### src/rtl/cdlm_pkg.sv
`default_nettype none

package cdlm_pkg;

    localparam int BITS_PER_INDEX   = 2;
    localparam int INDEXES_PER_WORD = 8;
    localparam int MAX_INPUTS       = 1024;

    localparam int DATA_W    = 16;
    localparam int WORD_W    = 16;
    localparam int ADDR_W    = $clog2(MAX_INPUTS);
    localparam int LEN_W     = 11;
    localparam int ROW_W     = 16;
    localparam int ACC_W     = 48;
    localparam int PROD_W    = 2 * DATA_W;
    localparam int CB_DEPTH  = 4;
    localparam int CB_SEL_W  = $clog2(CB_DEPTH);
    localparam int KCNT_W    = $clog2(INDEXES_PER_WORD + 1);
    localparam int SHIFT_W   = $clog2(WORD_W);
    localparam int CFG_IDX_W = 3;
    localparam int CFG_DATA_W = 16;

    localparam logic CMD_ACTIVATION = 1'b0;
    localparam logic CMD_INDEX_WORD = 1'b1;

    typedef enum logic [CFG_IDX_W-1:0] {
        CFG_W0,
        CFG_W1,
        CFG_W2,
        CFG_W3,
        CFG_IN_LENGTH,
        CFG_ROW_COUNT
    } cfg_idx_t;

    typedef struct packed {
        logic                     cmd;
        logic signed [DATA_W-1:0] activation;
        logic [WORD_W-1:0]        index_word;
        logic signed [DATA_W-1:0] row_bias;
    } in_item_t;

    typedef struct packed {
        logic signed [DATA_W-1:0] row_result;
        logic [ROW_W-1:0]         row_number;
        logic                     final_row;
    } out_item_t;

    typedef struct packed {
        logic clear;
        logic valid;
    } mac_ctrl_t;

endpackage

`default_nettype wire

### src/rtl/cdlm_mac.sv
`default_nettype none

module cdlm_mac
    import cdlm_pkg::*;
(
    input  wire logic                     clk,
    input  wire logic                     rst_n,
    input  wire mac_ctrl_t                ctrl,
    input  wire logic signed [DATA_W-1:0] weight,
    input  wire logic signed [DATA_W-1:0] act,
    output logic                          busy,
    output logic signed [ACC_W-1:0]       acc
);

    logic signed [PROD_W-1:0] prod_reg;
    logic                     prod_valid_reg;
    logic signed [ACC_W-1:0]  acc_reg;

    // Multiply into a register, accumulate on the next edge.
    always_ff @(posedge clk or negedge rst_n)
    begin
        if (!rst_n)
        begin
            prod_valid_reg <= 1'b0;
            acc_reg        <= '0;
        end
        else
        begin
            prod_valid_reg <= ctrl.valid;
            if (ctrl.clear)
            begin
                acc_reg <= '0;
            end
            else if (prod_valid_reg)
            begin
                acc_reg <= acc_reg + ACC_W'(prod_reg);
            end
        end
    end

    always_ff @(posedge clk)
    begin
        if (ctrl.valid)
        begin
            prod_reg <= weight * act;
        end
    end

    assign busy = prod_valid_reg;
    assign acc  = acc_reg;

endmodule

`default_nettype wire

### config.mk
export PLATFORM = sky130hd
export DESIGN_NAME = cdlm_mac
export DESIGN_NICKNAME = d
export VERILOG_FILES = /design/src/rtl/cdlm_pkg.sv /design/src/rtl/cdlm_mac.sv
export SDC_FILE = /design/constraint.sdc
export NUM_CORES = 1
export LEC_CHECK = 0
export BUFFER_PORTS_ARGS = -buffer_cell sky130_fd_sc_hd__buf_2
export CAP_MARGIN = 20
export CORE_MARGIN = 1
export CORE_UTILIZATION = 55
export CTS_BUF_LIST = sky130_fd_sc_hd__clkbuf_8
export DETAILED_ROUTE_END_ITERATION = 7
export GPL_ROUTABILITY_DRIVEN = 0
export GPL_TIMING_DRIVEN = 1
export MAX_ROUTING_LAYER = met4
export PLACE_DENSITY = 0.83
export SLEW_MARGIN = 15
export SYNTH_ARGS = -nofsm -noshare
export SYNTH_HDL_FRONTEND = slang
export SYNTH_SLANG_ARGS = --single-unit
### constraint.sdc
create_clock -name clk -period 4.05 [get_ports clk]
set_input_delay 0.6075 -clock clk [delete_from_list [all_inputs] [get_ports clk]]
set_output_delay 0.6075 -clock clk [all_outputs]
set_load 0.05 [all_outputs]
==> results.md <==
* Syn Area/Cell at 9.19 um2
* Worst Path Required at 4.15 ns
* Die Ht at 170 um
* Routed vias at 13200
* DIE WIDTH at 170 um
* Post-layout net count at roughly 2300
* Final antenna-violating net count at 0
* Mapped Cells at between 1500 and 2000
* Yosys warnings at 0
* Gr usage total at 0.303
* Post-DR wirelength/cell at 19.0 um
* CP Launch Point: act[9]
* Reg-to-reg endpoint: acc[40]
* Yosys reg bits at 81
* Register area share after synthesis at 0.141
* R2r startpoint: acc[0]
* Synth area leaders: fa_1 34%, ha_1 10%, inv_1 8.1%
* Final hold violations at 0
* Top_reg_cell synth: dfrtp_1
* TritonCTS clock tree: built
* CTS root buf: clkbuf_8
* Min Tclk post-route at 5.93 ns
* Core Rows at 61
* CTS Hold Bufs at 0
* Clock sinks at just over 80
* First-pass GRT wire length at 67500 um
* Period utilization at 1.46
* Setup CP Type: primary input to register
* Number of global-route vias before repair at 14100
* WP data arrival at 6.02 ns
* Syn Nets at 2113
* Mapped cell area at 15500 um2
* Clock buffer depth at 2
* Max frequency at roughly 170 MHz
* Initial antenna violation count at 0
* H-tree Lvls at 3
* Port bufs at 84
* Detail Placement HPWL at about 31000 um
* Failing checks: setup timing
* DIE AREA at 28800 um2
* ANT cells at 0
* Final setup viols at 25
* Cell taking the most area after synthesis: fa_1
* RSZ-0062 raised after global routing: yes
* Vias/cell at 5.75
* Reg2reg setup slack at about 0.55 ns
* Clock slew at reported path FFs at 0.09 ns
* MaxCap Viol Count at 0
* GRT Residual Overflow at 0
* Largest net degree at the start of global routing at 59
* Largest fanout on the critical path at 4
* Initial Util at 0.559
* Max FFs per register at 48
* Critical path endpoint category: register
* Layout cell share with drive strength beyond 1 at 0.252
* TritonRoute pass-1 iters at 6
* Max Transition Viols Final at 0
* I/O pins at 85
* Status: finished, violations left
* Post-synthesis cell type count at 74
* DRC violations left at 0
* Syn-to-layout area delta at 22.4%
* Clock Latency Late Sink at 0.37 ns
* Ys async rst share at 0.605
* Setup_tns at -33.86 ns
* Final setup margin at -1.88 ns
* Slew headroom at 0.280
* Post-synth top area share at 0.340
* TritonCTS Buffers at 9
* WL final at 43700 um
* Hold WC Path Type: primary input to asynchronous set/reset pin
* Post-synth EDFFs at 32
* Worst Reg-to-Reg Cells at 11
* Clk_skew at 0.0141 ns
* Crit path to: prod_reg[21]
* Detailed Route Iter0 Violations at 1099
* Core Area at 27700 um2
* CP Launch Type: primary input
* Slew at the pin closest to its max-slew limit at between 1 and 1.5 ns
## area by class of cell
type                       instances  area [um2]
inverter                         334        1260
clock inverter                     7        47.5
tap                              378         473
multi-input combinational       1214       12600
timing repair buffer             276        2270
fill                            1893        8760
clock buffer                       9         124
sequential                        81        2190
## placed cells by master, fill, tap and decap left out, types with 19 or more instances in the layout
master	synthesis	final
edfxtp_1	32	32
inv_1	334	292
nor3_1	21	20
o21ai_0	30	24
a21oi_1	73	57
fa_2	0	19
buf_2	3	58
fa_1	263	244
and2_4	0	23
buf_4	0	148
ha_1	129	109
inv_2	0	41
mux2i_1	22	22
nor2_1	89	86
dfrtp_1	49	48
buf_6	0	57
nand2_1	168	151
and2_1	125	102
xnor2_1	52	45
a21o_1	38	38
## metal layers
metal / wire [um] / global-route usage / vias up / share of wire
met5: 0 / - / - / 0
met4: 2060 / 0.107 / 0 / 0.047
met3: 2500 / 0.0313 / 195 / 0.057
met2: 22400 / 0.538 / 647 / 0.51
met1: 16800 / 0.356 / 6548 / 0.38
li1: - / - / 5834 / -
## timing repair
item,in CTS,in global routing
setup endpoints to repair,25,26
setup buffers,36,13
pin swaps,71,80
gates resized for setup,160,107
## cell families (layout without fill, tap and decap cells)
kind of cell               count (synthesis)  in the layout  share of synthesized area
buffers and inverters                    390            626                     0.0948
DFF                                       81             81                      0.141
xor gates and xnor gates                  66             66                     0.0373
adders and majority gates                392            392                      0.444
AOI/OAI and AO/OA                        250            250                      0.114
and+or+nand+nor                          483            483                      0.154
muxes                                     23             23                     0.0150
## through the flow
stage           util  setup slack (ns)  hold slack (ns)  area [um2]  instances
2_1_floorplan      -             -1.80            0.312       15900       1685
3_3_place_gp   0.635             -2.17            0.504       17600       2245
3_5_place_dp   0.635             -2.26            0.505       17600       2245
4_1_cts        0.670             -1.61            0.372       18600       2294
5_1_grt        0.684             -1.97            0.408       18900       2299
6_report       0.684             -1.88            0.353       18900       2299
## critical path, stage by stage
cell	delay, ns
buf_4	0.13
nand2_2	0.07
fa_1	0.49
inv_2	0.05
fa_1	0.53
inv_2	0.05
fa_1	0.50
inv_2	0.05
fa_1	0.51
fa_1	0.56
inv_1	0.05
fa_1	0.49
inv_2	0.05
ha_4	0.27
a21oi_4	0.16
o21ai_2	0.08
or3_4	0.38
o21ai_4	0.22
buf_4	0.16
nand2_2	0.07
a21o_1	0.21
a21oi_2	0.21
xnor2_1	0.13
## worst min path at each step
| stage | endpoint | slack, ns | depth (start not counted) |
|---|---|---|---|
| floorplan | acc[0] | 0.31 | 0 |
| global placement | acc[34] | 0.50 | 1 |
| detailed placement | acc[34] | 0.51 | 1 |
| CTS | acc[7] | 0.37 | 2 |
| global route | acc[0] | 0.41 | 2 |
| finish | acc[7] | 0.35 | 2 |
## synth_stat cells (3+ instances only)
| cell | count |
|---|---|
| inv_1 | 334 |
| fa_1 | 263 |
| nand2_1 | 168 |
| ha_1 | 129 |
| and2_1 | 125 |
| nor2_1 | 89 |
| a21oi_1 | 73 |
| clkbuf_1 | 52 |
| xnor2_1 | 52 |
| dfrtp_1 | 49 |
| a21o_1 | 38 |
| edfxtp_1 | 32 |
| o21ai_0 | 30 |
| mux2i_1 | 22 |
| nor3_1 | 21 |
| nand3_1 | 18 |
| o21bai_1 | 15 |
| xor2_1 | 14 |
| a211oi_1 | 13 |
| nand4_1 | 13 |
| nor4_1 | 8 |
| o211ai_1 | 8 |
| a221o_1 | 7 |
| nand2b_1 | 6 |
| nor2b_1 | 6 |
| o21ai_1 | 6 |
| or3_1 | 6 |
| a31oi_1 | 5 |
| o21a_1 | 5 |
| a211o_1 | 4 |
| a22o_1 | 4 |
| a41oi_1 | 4 |
| and3_1 | 4 |
| a31o_2 | 3 |
| buf_2 | 3 |
| nand3b_1 | 3 |
Power is left out: the tool's default activity adds up to more than one toggle a clock period on the data nets, which glitch-free logic cannot reach.
